==> config.mk <==
export PLATFORM = sky130hd
export DESIGN_NAME = tone_sequence_player_core_flat
export DESIGN_NICKNAME = d
export VERILOG_FILES = /design/src/rtl/core/tsp_pkg.sv /design/src/rtl/core/tsp_in_if.sv /design/src/rtl/core/tsp_out_if.sv /design/src/rtl/core/tsp_cfg_if.sv /design/src/rtl/core/tone_sequence_player_core.sv /design/src/rtl/core/tsp_note_mem.sv /design/src/rtl/core/tsp_ctrl.sv /design/src/flat_wrapper.sv
export SDC_FILE = /design/constraint.sdc
export NUM_CORES = 1
export LEC_CHECK = 0
export BUFFER_PORTS_ARGS = -buffer_cell sky130_fd_sc_hd__buf_2
export CORE_ASPECT_RATIO = 1.5
export CORE_MARGIN = 2
export CORE_UTILIZATION = 55
export CTS_CLUSTER_DIAMETER = 100
export DETAILED_ROUTE_END_ITERATION = 6
export GPL_TIMING_DRIVEN = 0
export PLACE_DENSITY = 0.72
export SLEW_MARGIN = 10
export SYNTH_ARGS = -nofsm -noshare
export SYNTH_HDL_FRONTEND = slang
export SYNTH_SLANG_ARGS = --single-unit
==> constraint.sdc <==
create_clock -name clk -period 13.2 [get_ports clk]
set_clock_uncertainty 0.1 [all_clocks]
set_input_delay 1.32 -clock clk [delete_from_list [all_inputs] [get_ports clk]]
set_output_delay 1.32 -clock clk [all_outputs]
set_load 0.05 [all_outputs]
==> src/rtl/core/tsp_pkg.sv <==
// ----------------------------------------------------------------------------
// tsp_pkg: shared definitions for the tone sequence player
// Field widths, request action codes, register indexes and note types.
// ----------------------------------------------------------------------------
package tsp_pkg;

  // Default note store depth
  localparam int MAX_NOTES_DEFAULT = 16;

  // Field widths
  localparam int ACTION_W = 2;
  localparam int SLOT_W   = 4;
  localparam int FREQ_W   = 16;
  localparam int LEN_W    = 16;
  localparam int STEP_W   = 5;
  localparam int COUNT_W  = 5;
  localparam int PAUSE_W  = 16;
  localparam int CFG_IDX_W  = 2;
  localparam int CFG_DATA_W = 16;

  // Request actions
  typedef enum logic [ACTION_W-1:0] {
    ACT_TICK = 2'd0,
    ACT_PLAY = 2'd1,
    ACT_STOP = 2'd2,
    ACT_LOAD = 2'd3
  } action_t;

  // Configuration register indexes
  typedef enum logic [CFG_IDX_W-1:0] {
    CFG_NOTE_COUNT  = 2'd0,
    CFG_PAUSE_TICKS = 2'd1,
    CFG_CYCLIC      = 2'd2,
    CFG_UNUSED      = 2'd3
  } cfg_idx_t;

  // One stored note
  typedef struct packed {
    logic [FREQ_W-1:0] freq;
    logic [LEN_W-1:0]  len;
  } note_t;

  // Note store write request
  typedef struct packed {
    logic              en;
    logic [SLOT_W-1:0] slot;
    note_t             note;
  } note_wr_t;

endpackage

==> src/rtl/core/tsp_in_if.sv <==
// ----------------------------------------------------------------------------
// tsp_in_if: request channel of the tone sequence player
// Valid/ready handshake carrying one action and its note payload.
// ----------------------------------------------------------------------------
interface tsp_in_if;
  logic                         valid;
  logic                         ready;
  logic [tsp_pkg::ACTION_W-1:0] action;
  logic [tsp_pkg::SLOT_W-1:0]   note_slot;
  logic [tsp_pkg::FREQ_W-1:0]   note_frequency;
  logic [tsp_pkg::LEN_W-1:0]    note_duration;

  modport source (output valid, action, note_slot, note_frequency, note_duration,
                  input ready);
  modport sink   (input valid, action, note_slot, note_frequency, note_duration,
                  output ready);
endinterface

==> src/rtl/core/tsp_out_if.sv <==
// ----------------------------------------------------------------------------
// tsp_out_if: result channel of the tone sequence player
// Valid/ready handshake carrying the player status after each request.
// ----------------------------------------------------------------------------
interface tsp_out_if;
  logic                       valid;
  logic                       ready;
  logic [tsp_pkg::FREQ_W-1:0] tone_frequency;
  logic                       busy_res;
  logic                       power_enable;
  logic [tsp_pkg::STEP_W-1:0] step_position;

  modport source (output valid, tone_frequency, busy_res, power_enable, step_position,
                  input ready);
  modport sink   (input valid, tone_frequency, busy_res, power_enable, step_position,
                  output ready);
endinterface

==> src/rtl/core/tsp_cfg_if.sv <==
// ----------------------------------------------------------------------------
// tsp_cfg_if: configuration write channel
// Valid/ready handshake carrying a register index and write data.
// ----------------------------------------------------------------------------
interface tsp_cfg_if;
  logic                           valid;
  logic                           ready;
  logic [tsp_pkg::CFG_IDX_W-1:0]  index;
  logic [tsp_pkg::CFG_DATA_W-1:0] data;

  modport source (output valid, index, data, input ready);
  modport sink   (input valid, index, data, output ready);
endinterface

==> src/rtl/core/tone_sequence_player_core.sv <==
// ----------------------------------------------------------------------------
// tone_sequence_player_core: melody sequencer for a tone output
// Plays a tune from a note store, timed by tick requests.
// ----------------------------------------------------------------------------
// Each request (tick, play, stop or load note) returns exactly one result with
// the driven frequency, busy, power enable and step position. A request is
// taken every clock cycle while the output register is empty or drains; its
// result appears in the next cycle and is held in that register until taken.
// The rate is set by the single state update between the request port and the
// result register; the next note is prefetched from the note store. Notes must
// be loaded before they are played; configuration must be written while no
// request is in flight, which the block itself does not enforce; a change made
// during a tune takes effect at the next note boundary or play request.
module tone_sequence_player_core #(
  parameter int MAX_NOTES = tsp_pkg::MAX_NOTES_DEFAULT
) (
  input  logic       clk,
  input  logic       rst_n,
  tsp_in_if.sink     in_chan,
  tsp_out_if.source  out_chan,
  tsp_cfg_if.sink    cfg_chan
);

  tsp_pkg::note_wr_t          note_wr;
  tsp_pkg::note_t             next_note;
  tsp_pkg::note_t             first_note;
  logic [tsp_pkg::STEP_W-1:0] rd_step;

  // Sequencer control and result register
  tsp_ctrl #(
    .MAX_NOTES (MAX_NOTES)
  ) u_ctrl (
    .clk        (clk),
    .rst_n      (rst_n),
    .in_chan    (in_chan),
    .out_chan   (out_chan),
    .cfg_chan   (cfg_chan),
    .next_note  (next_note),
    .first_note (first_note),
    .note_wr    (note_wr),
    .rd_step    (rd_step)
  );

  // Note store
  tsp_note_mem #(
    .MAX_NOTES (MAX_NOTES)
  ) u_note_mem (
    .clk        (clk),
    .wr         (note_wr),
    .rd_step    (rd_step),
    .next_note  (next_note),
    .first_note (first_note)
  );

endmodule

==> src/rtl/core/tsp_note_mem.sv <==
// ----------------------------------------------------------------------------
// tsp_note_mem: note store with next-note prefetch
// Holds frequency and length of each note. Every cycle it reads the entry that
// follows the coming step index, and keeps a shadow copy of note 0, so the
// controller has both candidates for the next note ready from registers.
// ----------------------------------------------------------------------------
module tsp_note_mem #(
  parameter int MAX_NOTES = tsp_pkg::MAX_NOTES_DEFAULT
) (
  input  logic                       clk,
  input  tsp_pkg::note_wr_t          wr,
  input  logic [tsp_pkg::STEP_W-1:0] rd_step,
  output tsp_pkg::note_t             next_note,
  output tsp_pkg::note_t             first_note
);

  localparam int AW = (MAX_NOTES > 1) ? $clog2(MAX_NOTES) : 1;
  localparam int PW = (AW > tsp_pkg::STEP_W + 1) ? AW : tsp_pkg::STEP_W + 1;

  tsp_pkg::note_t mem [MAX_NOTES];
  tsp_pkg::note_t next_note_r;
  tsp_pkg::note_t first_note_r;

  logic [PW-1:0] rd_addr;
  logic [PW-1:0] wr_addr;
  logic          wr_ok;
  logic          rd_hit;

  // Address decode; slots past the store are dropped
  assign rd_addr = PW'(rd_step) + PW'(1);
  assign wr_addr = PW'(wr.slot);
  assign wr_ok   = wr.en && (32'(wr_addr) < 32'(MAX_NOTES));
  assign rd_hit  = wr_ok && (wr_addr == rd_addr);

  // Store write and registered read, new data forwarded on a same-slot write
  always_ff @(posedge clk) begin
    if (wr_ok) begin
      mem[wr_addr[AW-1:0]] <= wr.note;
    end
    if (rd_hit) begin
      next_note_r <= wr.note;
    end else begin
      next_note_r <= mem[rd_addr[AW-1:0]];
    end
    if (wr_ok && (wr_addr == PW'(0))) begin
      first_note_r <= wr.note;
    end
  end

  assign next_note  = next_note_r;
  assign first_note = first_note_r;

endmodule

==> src/rtl/core/tsp_ctrl.sv <==
// ----------------------------------------------------------------------------
// tsp_ctrl: tone sequence player control
// Configuration registers, player state, per-request update and the result
// register. One request is handled per cycle while the result register is free or draining.
// ----------------------------------------------------------------------------
module tsp_ctrl #(
  parameter int MAX_NOTES = tsp_pkg::MAX_NOTES_DEFAULT
) (
  input  logic                        clk,
  input  logic                        rst_n,
  tsp_in_if.sink                      in_chan,
  tsp_out_if.source                   out_chan,
  tsp_cfg_if.sink                     cfg_chan,
  input  tsp_pkg::note_t              next_note,
  input  tsp_pkg::note_t              first_note,
  output tsp_pkg::note_wr_t           note_wr,
  output logic [tsp_pkg::STEP_W-1:0]  rd_step
);

  localparam int SW = tsp_pkg::STEP_W;

  // Configuration
  logic [tsp_pkg::COUNT_W-1:0] count_r;
  logic [tsp_pkg::PAUSE_W-1:0] pause_r;
  logic                        cyclic_r;

  // Player state
  logic [SW-1:0]                step_r, step_nxt;
  logic [tsp_pkg::LEN_W-1:0]    ticks_r, ticks_nxt;
  logic                         playing_r, playing_nxt;
  logic [tsp_pkg::FREQ_W-1:0]   freq_r, freq_nxt;

  // Result register
  logic                         out_valid_r;

  logic                         accept;
  logic [SW-1:0]                active_n;
  logic [SW:0]                  step_inc;
  logic [tsp_pkg::LEN_W-1:0]    ticks_dec;
  tsp_pkg::action_t             action;

  assign in_chan.ready  = !out_valid_r || out_chan.ready;
  assign cfg_chan.ready = 1'b1;
  assign accept         = in_chan.valid && in_chan.ready;
  assign action         = tsp_pkg::action_t'(in_chan.action);

  // Note count clamped to the store depth
  assign active_n = (32'(count_r) > 32'(MAX_NOTES)) ? SW'(MAX_NOTES) : SW'(count_r);
  assign step_inc = {1'b0, step_r} + (SW+1)'(1);
  assign ticks_dec = (ticks_r != '0) ? ticks_r - tsp_pkg::LEN_W'(1) : ticks_r;

  // Load request to the note store
  assign note_wr.en        = accept && (action == tsp_pkg::ACT_LOAD);
  assign note_wr.slot      = in_chan.note_slot;
  assign note_wr.note.freq = in_chan.note_frequency;
  assign note_wr.note.len  = in_chan.note_duration;

  // Prefetch address follows the coming step
  assign rd_step = step_nxt;

  // Next player state
  always_comb begin
    step_nxt    = step_r;
    ticks_nxt   = ticks_r;
    playing_nxt = playing_r;
    freq_nxt    = freq_r;
    if (accept) begin
      case (action)
        tsp_pkg::ACT_TICK: begin
          if (playing_r) begin
            ticks_nxt = ticks_dec;
            if (ticks_dec == '0) begin
              // Note boundary
              if (step_inc < {1'b0, active_n}) begin
                step_nxt  = step_inc[SW-1:0];
                freq_nxt  = next_note.freq;
                ticks_nxt = (next_note.len == '0) ? tsp_pkg::LEN_W'(1) : next_note.len;
              end else if (step_inc == {1'b0, active_n} && pause_r != '0) begin
                step_nxt  = active_n;
                freq_nxt  = '0;
                ticks_nxt = pause_r;
              end else if (cyclic_r && active_n != '0) begin
                step_nxt  = '0;
                freq_nxt  = first_note.freq;
                ticks_nxt = (first_note.len == '0) ? tsp_pkg::LEN_W'(1) : first_note.len;
              end else begin
                step_nxt    = active_n;
                playing_nxt = 1'b0;
                freq_nxt    = '0;
                ticks_nxt   = '0;
              end
            end
          end
        end
        tsp_pkg::ACT_PLAY: begin
          if (!(playing_r && cyclic_r)) begin
            step_nxt = '0;
            if (active_n != '0) begin
              playing_nxt = 1'b1;
              freq_nxt    = first_note.freq;
              ticks_nxt   = (first_note.len == '0) ? tsp_pkg::LEN_W'(1) : first_note.len;
            end else begin
              playing_nxt = 1'b0;
              freq_nxt    = '0;
              ticks_nxt   = '0;
            end
          end
        end
        tsp_pkg::ACT_STOP: begin
          playing_nxt = 1'b0;
          freq_nxt    = '0;
          ticks_nxt   = '0;
        end
        default: begin
          // Load note touches only the store
        end
      endcase
    end
  end

  // State and configuration registers
  always_ff @(posedge clk) begin
    if (!rst_n) begin
      step_r    <= '0;
      ticks_r   <= '0;
      playing_r <= 1'b0;
      freq_r    <= '0;
      count_r   <= '0;
      pause_r   <= '0;
      cyclic_r  <= 1'b0;
    end else begin
      step_r    <= step_nxt;
      ticks_r   <= ticks_nxt;
      playing_r <= playing_nxt;
      freq_r    <= freq_nxt;
      if (cfg_chan.valid) begin
        case (tsp_pkg::cfg_idx_t'(cfg_chan.index))
          tsp_pkg::CFG_NOTE_COUNT:  count_r  <= cfg_chan.data[tsp_pkg::COUNT_W-1:0];
          tsp_pkg::CFG_PAUSE_TICKS: pause_r  <= cfg_chan.data[tsp_pkg::PAUSE_W-1:0];
          tsp_pkg::CFG_CYCLIC:      cyclic_r <= cfg_chan.data[0];
          default: begin
          end
        endcase
      end
    end
  end

  // Result handshake
  always_ff @(posedge clk) begin
    if (!rst_n) begin
      out_valid_r <= 1'b0;
    end else if (in_chan.ready) begin
      out_valid_r <= in_chan.valid;
    end
  end

  // Result payload, loaded with the state after each request
  always_ff @(posedge clk) begin
    if (accept) begin
      out_chan.tone_frequency <= freq_nxt;
      out_chan.busy_res       <= playing_nxt;
      out_chan.power_enable   <= playing_nxt;
      out_chan.step_position  <= step_nxt;
    end
  end

  assign out_chan.valid = out_valid_r;

endmodule

==> src/flat_wrapper.sv <==
// flat-port wrapper written by rule: the top's interface ports become plain ports
module tone_sequence_player_core_flat 
#(
  parameter int MAX_NOTES = tsp_pkg::MAX_NOTES_DEFAULT
)
  (clk, rst_n, in_chan_valid, in_chan_action, in_chan_note_slot, in_chan_note_frequency, in_chan_note_duration, in_chan_ready, out_chan_valid, out_chan_tone_frequency, out_chan_busy_res, out_chan_power_enable, out_chan_step_position, out_chan_ready, cfg_chan_valid, cfg_chan_index, cfg_chan_data, cfg_chan_ready);
  tsp_in_if in_chan_i ();
  tsp_out_if out_chan_i ();
  tsp_cfg_if cfg_chan_i ();
  input  logic clk;
  input  logic rst_n;
  input wire logic [$bits(in_chan_i.valid)-1:0] in_chan_valid;
  input wire logic [$bits(in_chan_i.action)-1:0] in_chan_action;
  input wire logic [$bits(in_chan_i.note_slot)-1:0] in_chan_note_slot;
  input wire logic [$bits(in_chan_i.note_frequency)-1:0] in_chan_note_frequency;
  input wire logic [$bits(in_chan_i.note_duration)-1:0] in_chan_note_duration;
  output wire logic [$bits(in_chan_i.ready)-1:0] in_chan_ready;
  output wire logic [$bits(out_chan_i.valid)-1:0] out_chan_valid;
  output wire logic [$bits(out_chan_i.tone_frequency)-1:0] out_chan_tone_frequency;
  output wire logic [$bits(out_chan_i.busy_res)-1:0] out_chan_busy_res;
  output wire logic [$bits(out_chan_i.power_enable)-1:0] out_chan_power_enable;
  output wire logic [$bits(out_chan_i.step_position)-1:0] out_chan_step_position;
  input wire logic [$bits(out_chan_i.ready)-1:0] out_chan_ready;
  input wire logic [$bits(cfg_chan_i.valid)-1:0] cfg_chan_valid;
  input wire logic [$bits(cfg_chan_i.index)-1:0] cfg_chan_index;
  input wire logic [$bits(cfg_chan_i.data)-1:0] cfg_chan_data;
  output wire logic [$bits(cfg_chan_i.ready)-1:0] cfg_chan_ready;
  assign in_chan_i.valid = in_chan_valid;
  assign in_chan_i.action = in_chan_action;
  assign in_chan_i.note_slot = in_chan_note_slot;
  assign in_chan_i.note_frequency = in_chan_note_frequency;
  assign in_chan_i.note_duration = in_chan_note_duration;
  assign in_chan_ready = in_chan_i.ready;
  assign out_chan_valid = out_chan_i.valid;
  assign out_chan_tone_frequency = out_chan_i.tone_frequency;
  assign out_chan_busy_res = out_chan_i.busy_res;
  assign out_chan_power_enable = out_chan_i.power_enable;
  assign out_chan_step_position = out_chan_i.step_position;
  assign out_chan_i.ready = out_chan_ready;
  assign cfg_chan_i.valid = cfg_chan_valid;
  assign cfg_chan_i.index = cfg_chan_index;
  assign cfg_chan_i.data = cfg_chan_data;
  assign cfg_chan_ready = cfg_chan_i.ready;
  tone_sequence_player_core #(.MAX_NOTES(MAX_NOTES)) u_core (.clk(clk), .rst_n(rst_n), .in_chan(in_chan_i), .out_chan(out_chan_i), .cfg_chan(cfg_chan_i));
endmodule
# ---- After elaboration in Yosys (flattened, before gate mapping)
# Memories as Yosys holds them, arrays and structs flattened.
# Index checks and enable logic that the tools add are counted.
dict set report totals {
  out_inout_bits 26
  ram_bits 512
  n_memories 1
  reg_bits 147
}
dict set report op_classes {
  n_mux 41
  eq_ne 9
  magnitude_cmp 3
  addsub 3
  reduce_logical 24
}
# name words width rd rd_clocked_by_memory_dff wr line
set memory_table {}
lappend memory_table {u_core.u_note_mem.mem 16 32 1 0 1 tsp_note_mem.sv:20} ;# tsp_pkg::note_t mem [MAX_NOTES];
# cell count
set ops {}
lappend ops {{16-bit 2-to-1 mux} 18}
lappend ops {{16-bit case mux with 3 select lines} 2}
lappend ops {{16-bit zero test} 3}
lappend ops {{5-bit 2-to-1 mux} 8}
lappend ops {{32-bit 2-to-1 mux} 1}
lappend ops {{16-bit nonzero test} 2}
lappend ops {{16-bit by 1-bit subtractor with 16-bit output (second input constant)} 1}
lappend ops {{5-bit by 1-bit adder with 6-bit output (second input constant)} 2}
lappend ops {{1-bit 2-to-1 mux} 10}
lappend ops {{5-bit case mux with 2 select lines} 1}
lappend ops {{1-bit logical AND} 8}
lappend ops {{2-bit equality test (second input constant)} 3}
lappend ops {{4-bit by 6-bit equality test with 1-bit output} 1}
lappend ops {{6-bit by 5-bit equality test with 1-bit output} 1}
lappend ops {{6-bit zero test} 1}
lappend ops {{6-bit by 5-bit less-than comparator with 1-bit output} 1}
lappend ops {{2-bit AND reduction} 3}
lappend ops {{5-bit > comparator (second input constant)} 1}
lappend ops {{4-bit by 5-bit less-than comparator with 1-bit output (second input constant)} 1}
lappend ops {{5-bit nonzero test} 1}
lappend ops {{2-bit by 1-bit equality test with 1-bit output (second input constant)} 2}
lappend ops {{2-bit zero test} 2}
lappend ops {{2-bit inequality test (second input constant)} 2}
lappend ops {{4-bit AND reduction} 1}
lappend ops {{other kinds (4)} 4}

# ---- Logic depth before layout (Yosys ltp)
# Gate-level depths: netlist of the first run.
dict set report logic_depth {
  depth_word 15
  depth_mapped 18
}

# ---- Cells and area by module
# From an unflattened synthesis of the first run, not the netlist that was laid out.
dict set report hier_totals {
  cells_unflattened 1514
  area_unflattened_um2 26222.6
}
# mod n_inst area_per_inst_um2 cells_each seq_area_each_um2
set by_module_without_submodules {}
lappend by_module_without_submodules {tsp_note_mem 1 20741.1 880 16015.4}
lappend by_module_without_submodules {tsp_ctrl 1 5481.5 634 1881.8}

# ---- Worst setup path before layout of the first run
# Ideal clock, no wire load.
dict set report synth_timing {
  path_type {in2reg}
  from {input out_chan_ready}
  to {register u_core.u_note_mem.first_note_r, in the netlist u_core.u_note_mem.first_note[22], enable pin}
  setup_time_ns 0.461
  arrival_time_ns 5.253
  t_required_ns 12.639
  path_slack_ns 7.386
  n_path_buf 0
  cell_stages 6
  cell_sequence {nand2b_1 > nand2_1 > inv_1 > nand2_1 > or3_1 > nor3_1}
}
dict set report synth_via {
  elab_chain_cells 5
}
# item line
set synth_rtl {}
lappend synth_rtl {{start, declared} flat_wrapper.sv:23} ;# input wire logic [$bits(out_chan_i.ready)-1:0] out_chan_ready;
lappend synth_rtl {{1-bit logical OR} tsp_ctrl.sv:42} ;# assign in_chan.ready = !out_valid_r || out_chan.ready;
lappend synth_rtl {{1-bit logical AND} tsp_ctrl.sv:44} ;# assign accept = in_chan.valid && in_chan.ready;
lappend synth_rtl {{named net u_core.u_ctrl.accept} tsp_ctrl.sv:36} ;# logic accept;
lappend synth_rtl {{1-bit logical AND} tsp_ctrl.sv:53} ;# assign note_wr.en = accept && (action == tsp_pkg::ACT_LOAD);
lappend synth_rtl {{1-bit logical AND} tsp_note_mem.sv:32} ;# assign wr_ok = wr.en && (32'(wr_addr) < 32'(MAX_NOTES));
lappend synth_rtl {{1-bit logical AND} tsp_note_mem.sv:45} ;# if (wr_ok && (wr_addr == PW'(0))) begin
lappend synth_rtl {{end signal, assigned} tsp_note_mem.sv:46} ;# first_note_r <= wr.note;
lappend synth_rtl {{end, declared} tsp_note_mem.sv:22} ;# tsp_pkg::note_t first_note_r;
# The timed path passes the listed nets, and every way through them passes these cells.
# A chain may end at the register's enable or synchronous reset.

# ---- Final worst setup path of the first run
dict set report layout_timing {
  from {register u_core.u_ctrl.ticks_r[0] (netlist bit)}
  to {register u_core.u_note_mem.next_note_r, in the netlist u_core.u_note_mem.next_note[19]}
}
dict set report layout_via {
  elab_chain_cells 11
}
# item line
set layout_rtl {}
lappend layout_rtl {{start, declared} tsp_ctrl.sv:29} ;# logic [tsp_pkg::LEN_W-1:0] ticks_r, ticks_nxt;
lappend layout_rtl {{start signal, assigned} tsp_ctrl.sv:133} ;# ticks_r <= ticks_nxt;
lappend layout_rtl {{16-bit by 1-bit subtractor with 16-bit output / 16-bit nonzero test (equally long branches)} tsp_ctrl.sv:50} ;# assign ticks_dec = (ticks_r != '0) ? ticks_r - tsp_pkg::LEN_W'(1) : ticks_r;
lappend layout_rtl {{16-bit 2-to-1 mux *} tsp_ctrl.sv:50}
lappend layout_rtl {{16-bit zero test *} tsp_ctrl.sv:72} ;# if (ticks_dec == '0) begin
lappend layout_rtl {{5-bit 2-to-1 mux *} tsp_ctrl.sv:72}
lappend layout_rtl {{5-bit 2-to-1 mux *} tsp_ctrl.sv:70} ;# if (playing_r) begin
lappend layout_rtl {{5-bit case mux with 2 select lines *} tsp_ctrl.sv:68} ;# case (action)
lappend layout_rtl {{5-bit 2-to-1 mux *} tsp_ctrl.sv:67} ;# if (accept) begin
lappend layout_rtl {{named net u_core.rd_step (one bit)} tone_sequence_player_core.sv:27} ;# logic [tsp_pkg::STEP_W-1:0] rd_step;
lappend layout_rtl {{5-bit by 1-bit adder with 6-bit output *} tsp_note_mem.sv:30} ;# assign rd_addr = PW'(rd_step) + PW'(1);
lappend layout_rtl {{branches (longest 2 deep; another with memory read 16 x 32 bit)} -}
lappend layout_rtl {{32-bit 2-to-1 mux *} tsp_note_mem.sv:40} ;# if (rd_hit) begin
lappend layout_rtl {{end signal, assigned} tsp_note_mem.sv:41} ;# next_note_r <= wr.note;
lappend layout_rtl {{end signal, assigned} tsp_note_mem.sv:43} ;# next_note_r <= mem[rd_addr[AW-1:0]];
lappend layout_rtl {{end, declared} tsp_note_mem.sv:21} ;# tsp_pkg::note_t next_note_r;
# Mark *: on every way through the listed nets, which the timed path passes.

==> results.toml, run 1 <==
[power_and_ir_drop]
switching_share_pct = 21.6
leakage_nw = 9.81
peakVddDrop_mv = 0.102
power_density_nw_per_um2 = 139
switching_power_mw = 0.873
p_clk_share_pct = 41.4
combPwrFrac_pct = 4.9
pwr-share-seq_pct = 53.7
p_int_mw = 3.18

[final_layout]
area_growth_pct = 13.9
final_cell_mix = "edfxtp_1, mux4_2, nand2_1, buf_2, dfxtp_1"
multi_input_area_sq_um = 7440
drive_gt1_share_pct = 26.6
regArea_sq_um = 17900
stdcell_count = 2271
final_common_cell = "edfxtp_1"
finalNetCount = 1701
fillers = 3219
post-route-util_pct = 63.0

[synthesis]
synth_top_area_share_pct = 62.5
synthArstFlopShare_pct = 0
ys_ff_latch = 627
syn_area_sq_um = 25700
synthFlopType = "edfxtp_1"
syn_avg_cell_area_sq_um = 17.6
yosys_warnings = 0
synth_cell_types = 67
synth_top_area_cell = "edfxtp_1"
synth_fp_nets = 1533
synth_area_leaders = "edfxtp_1, mux4_2, dfxtp_1"
synth_edf_count = 534
yosysSeqAreaShare_pct = 69.7
syn_inst = 1460

[clocking]
cts_hold_buf = 0
cts_tree = "yes"
clock_sinks = 627
clockBufferDepth = 3
clkTransAtPathRegs_ns = 0.07
numCtsBuffers = 55
clk_latency_ns = 0.60
postCtsResizedCells = 0
htree_levels = 2
post_cts_buffers = 0
cts_root_buf = "clkbuf_16"

[critical_path]
worstPathRequired_ns = 13.59
worstPathMaxFanout = 10
worstSetupEndpointType = "flop"
ff2ff_path_depth = 14
critical_path_arrival_ns = 7.03
startpoint_type = "flop"
path_class = "reg -> reg"

[timing]
drv_slew = 0
holdWs_ns = 0.393
setup_viol = 0
fin_crit_ns = 6.65
period_share_pct = 50.3
setup_ws_ns = 6.55
max_freq_ghz = 0.150
hold_viol = 0
relSlewSlack_pct = 19.9
rsz0062_at_grt = "no"
fin_tns_setup_ns = 0
worst_pin_slew_ns = 1.20

[floorplanning]
core.rowCount = 97
die_h_microns = 269
coreArea_sq_um = 46400
boundaryPins = 87
dieArea_sq_um = 48500
start_util_pct = 55.4
die-width_microns = 180

[global_routing]
grtUsageTotal_pct = 26.4
grt_pass1_wl_microns = 94100
grt-ovfl-total = 0
antenna_found_initial = 3
grt_max_degree = 28
grt_pass1_vias = 14901

[route]
drtIter0Drc = 1422
routed_wl_microns = 63400
ant_nets = 0
first_pass_iters = 7
drc = 2
vias_per_cell = 6.39
via_count = 14514
wl_per_cell_microns = 27.9

[job]
maxCapViolations = 0

[outcome]
status = "finished with violations"
violations = "DRC"

[place]
numPortBuffers = 83
place.gp.congestion = 0.948
preCtsSetupSlack_ns = 6.20
hpwlAfterDp_microns = 42500
dp_cells = 2165

[worst_hold_path]
min_path_cells = 2
hp-class = "reg -> reg"
## cells in the mapped netlist (18+ instances only)
cell type	instances
a21oi_1	63
and2_1	29
a21boi_0	18
clkbuf_1	61
a22o_1	33
nor2_1	28
o21ai_0	36
dfxtp_1	93
edfxtp_1	534
nand2_1	110
mux2_2	32
and3_1	33
mux4_2	159
## critical path: stages, from the launching register on
cell       delay, ns
dfxtp_1         0.39
inv_1           0.14
ha_1            0.27
nor3b_1         0.44
nand4_1         0.44
mux2i_1         0.33
nor4_1          0.93
o2111ai_1       0.20
o21ai_0         0.35
ha_1            0.30
clkbuf_1        0.63
clkbuf_1        0.78
mux4_2          0.44
mux4_2          0.47
mux2_1          0.30
## flip-flops by register name, summed over array words and instances, names as in the netlist
| name | cells |
|---|---|
| u_core.u_ctrl.count_r | 5 |
| u_core.u_ctrl.cyclic_r | 1 |
| u_core.u_ctrl.freq_r | 16 |
| u_core.u_ctrl.out_chan.power_enable | 1 |
| u_core.u_ctrl.out_chan.step_position | 5 |
| u_core.u_ctrl.out_chan.tone_frequency | 16 |
| u_core.u_ctrl.out_chan.valid | 1 |
| u_core.u_ctrl.pause_r | 16 |
| u_core.u_ctrl.playing_r | 1 |
| u_core.u_ctrl.step_r | 5 |
| u_core.u_ctrl.ticks_r | 16 |
| u_core.u_note_mem.first_note | 9 |
| u_core.u_note_mem.mem | 503 |
| u_core.u_note_mem.next_note | 32 |
## power groups by stage
stage | registers, mW | logic [mW] | clock network (mW)
finish | 2.17 | 0.200 | 1.68
global route | 2.17 | 0.216 | 1.76
CTS | 2.17 | 0.197 | 1.70
global placement | 2.22 | 0.188 | 0
floorplan | 2.23 | 0.103 | 0
detailed placement | 2.22 | 0.196 | 0
## layer usage
layer  share of wire (%)  up-vias  track usage, %
li1                    -     6234               -
met1                  37     7459            32.8
met2                  52      666            46.5
met3                 6.4      155            3.78
met4                 4.2        0            11.8
met5                   0        -               0
## path summary, 6_finish.rpt
check	start	end	slack, ns
setup / recovery	u_core.u_ctrl.ticks_r[0]	u_core.u_note_mem.next_note[19]	6.55
hold / removal	u_core.u_ctrl.pause_r[3]	u_core.u_ctrl.pause_r[3]	0.39
setup reg to reg	u_core.u_ctrl.ticks_r[0]	u_core.u_note_mem.next_note[19]	6.55
hold reg to reg	u_core.u_ctrl.pause_r[3]	u_core.u_ctrl.pause_r[3]	0.39
## through the flow
step | total power [mW] | cell area (sq um)
floorplan | 2.33 | 25700
CTS | 4.07 | 29200
global placement | 2.40 | 26800
global route | 4.15 | 29200
finish | 4.05 | 29200
detailed placement | 2.41 | 27300
## final cells by class
class | instances | area share (%)
diodes | 2 | 0.0171
plain buffers | 87 | 1.35
clock buffers | 71 | 5.16
clock inverters | 33 | 1.31
inverters | 14 | 0.180
multi-input cells | 732 | 25.5
flip-flops and latches | 627 | 61.2
well taps | 594 | 2.54
repair buffers | 111 | 2.74
## cell families (layout without fill, tap and decap cells)
| kind of cell | count (synthesis) | after routing | synth area share, % |
|---|---|---|---|
| multiplexers | 204 | 204 | 16.0 |
| flip-flops | 627 | 627 | 69.7 |
| XOR/XNOR | 10 | 10 | 0.370 |
| AND/OR/NAND/NOR | 299 | 299 | 6.18 |
| adder cells (fa/ha/maj) | 12 | 12 | 0.585 |
| other | 1 | 3 | 0.0146 |
| buffers and inverters | 101 | 316 | 1.75 |
| AO/OA/AOI/OAI | 206 | 206 | 5.43 |
Power figures use the tool's default switching activity.
==> run 2, diff against run 1 <==
- clock period: 13.2 -> 6.7 ns (I/O delays scaled with it)
==> results.toml, run 2 (synthesis gave the netlist of run 1 again) <==
[outcome]
status = "finished, final reports clean"

[timing]
relSlewSlack_pct = 20.1
drv_slew = 0
max_freq_ghz = 0.156
hold_viol = 0
setup_viol = 0
period_share_pct = 95.6
rsz0062_at_grt = "no"
worst_pin_slew_ns = 1.20
fin_crit_ns = 6.41

[route]
vias_per_cell = 6.39
first_pass_iters = 7
ant_nets = 0
wl_per_cell_microns = 27.9
via_count = 14519
drtIter0Drc = 1433
drc = 0
routed_wl_microns = 63400

[critical_path]
worstPathRequired_ns = 7.07
reg2reg_from = "u_core.u_ctrl.ticks_r[0]"
worstSetupEndpointType = "flop"
startpoint_type = "flop"
r2r_slack_ns = 0.29
path_class = "reg -> reg"
critical_path_arrival_ns = 6.77
reg2reg_to = "u_core.u_note_mem.next_note[14]"
worstPathMaxFanout = 10
critPathLaunch = "u_core.u_ctrl.ticks_r[0]"
ff2ff_path_depth = 14
setup.worst_path.end = "u_core.u_note_mem.next_note[14]"

[global_routing]
grtUsageTotal_pct = 26.4
grt_pass1_wl_microns = 94100
grt_max_degree = 28
grt-ovfl-total = 0
grt_pass1_vias = 14901
antenna_found_initial = 3

[clocking]
numCtsBuffers = 55
clockBufferDepth = 3
cts_tree = "yes"
post_cts_buffers = 0
clock_sinks = 627
htree_levels = 2
postCtsResizedCells = 0
clk_latency_ns = 0.60
cts_hold_buf = 0
cts_root_buf = "clkbuf_16"
clkTransAtPathRegs_ns = 0.07

[final_layout]
finalNetCount = 1701
post-route-util_pct = 63.1
area_growth_pct = 13.9
final_common_cell = "edfxtp_1"
final_cell_mix = "edfxtp_1, mux4_2, nand2_1, buf_2, dfxtp_1"
drive_gt1_share_pct = 26.9
largest_reg_flops = 503

[floorplanning]
core.rowCount = 97
die-width_microns = 180
boundaryPins = 87
die_h_microns = 269
coreArea_sq_um = 46400
dieArea_sq_um = 48500
start_util_pct = 55.4

[place]
place.gp.congestion = 0.948
numPortBuffers = 83
hpwlAfterDp_microns = 42500

[job]
maxCapViolations = 0

[power_and_ir_drop]
power_density_nw_per_um2 = 273
leakage_nw = 9.82
p_total_mw = 7.97
peakVddDrop_mv = 0.201

[worst_hold_path]
hp-class = "in -> reg"
[run 2: through the flow]
| stage | setup WS, ns | instance area [sq um] | setup TNS, ns | hold slack, ns | instances |
|---|---|---|---|---|---|
| floorplan | 1.54 | 25700 | 0 | 0.357 | 1460 |
| global placement | -0.931 | 26800 | -90.30 | 0.380 | 2137 |
| detailed placement | 0.165 | 27300 | 0 | 0.383 | 2165 |
| CTS | 0.0746 | 29200 | 0 | 0.202 | 2269 |
| global route | 0.186 | 29200 | 0 | 0.240 | 2271 |
| finish | 0.294 | 29200 | 0 | 0.230 | 2271 |
[run 2: area by class of cell]
type	instances	area [sq um]
clock inverters	33	383
multi-input cells	732	7450
repair buffers	111	802
well taps	594	743
inverters	14	52.6
plain buffers	87	407
fillers	3218	17100
clock buffers	71	1510
flip-flops and latches	627	17900
diodes	2	5.00
[run 2: where the power goes]
part / internal (mW) / leakage (nW) / total, mW / switching (mW)
sequential: 4.26 / 5.59 / 4.28 / 0.0224
clock: 1.88 / 0.928 / 3.29 / 1.42
combinational: 0.117 / 3.30 / 0.395 / 0.278
total: 6.26 / 9.82 / 7.97 / 1.72
[run 2: critical path, cell delays in order (launching register included)]
cell and delay, ns:
dfxtp_1 0.39, inv_1 0.14, ha_1 0.28, nor3b_1 0.49, nand4_1 0.49, mux2i_1 0.62, o21bai_1 0.39, nor4b_4 0.13
o21ai_0 0.61, ha_1 0.30, clkbuf_2 0.36, clkdlybuf4s15_1 0.71, mux4_2 0.42, mux4_2 0.48, mux2_2 0.33
[run 2: how the worst min path moves through the flow]
stage,startpoint,to,slack (ns),depth (start not counted)
final,cfg_chan_data[14],u_core.u_ctrl.pause_r[14],0.23,3
after global routing,cfg_chan_data[6],u_core.u_ctrl.pause_r[6],0.24,3
after CTS,cfg_chan_data[8],u_core.u_ctrl.pause_r[8],0.20,3
after detailed placement,u_core.u_ctrl.pause_r[3],u_core.u_ctrl.pause_r[3],0.38,2
after global placement,u_core.u_ctrl.pause_r[3],u_core.u_ctrl.pause_r[3],0.38,2
after floorplan,u_core.u_ctrl.pause_r[13],u_core.u_ctrl.pause_r[13],0.36,2
[run 2: routing by layer]
metal / part of all wire, % / up-vias / track usage [%]
li1: - / 6235 / -
met1: 37 / 7492 / 32.8
met2: 52 / 641 / 46.5
met3: 6.5 / 151 / 3.78
met4: 4.0 / 0 / 11.8
met5: 0 / - / 0
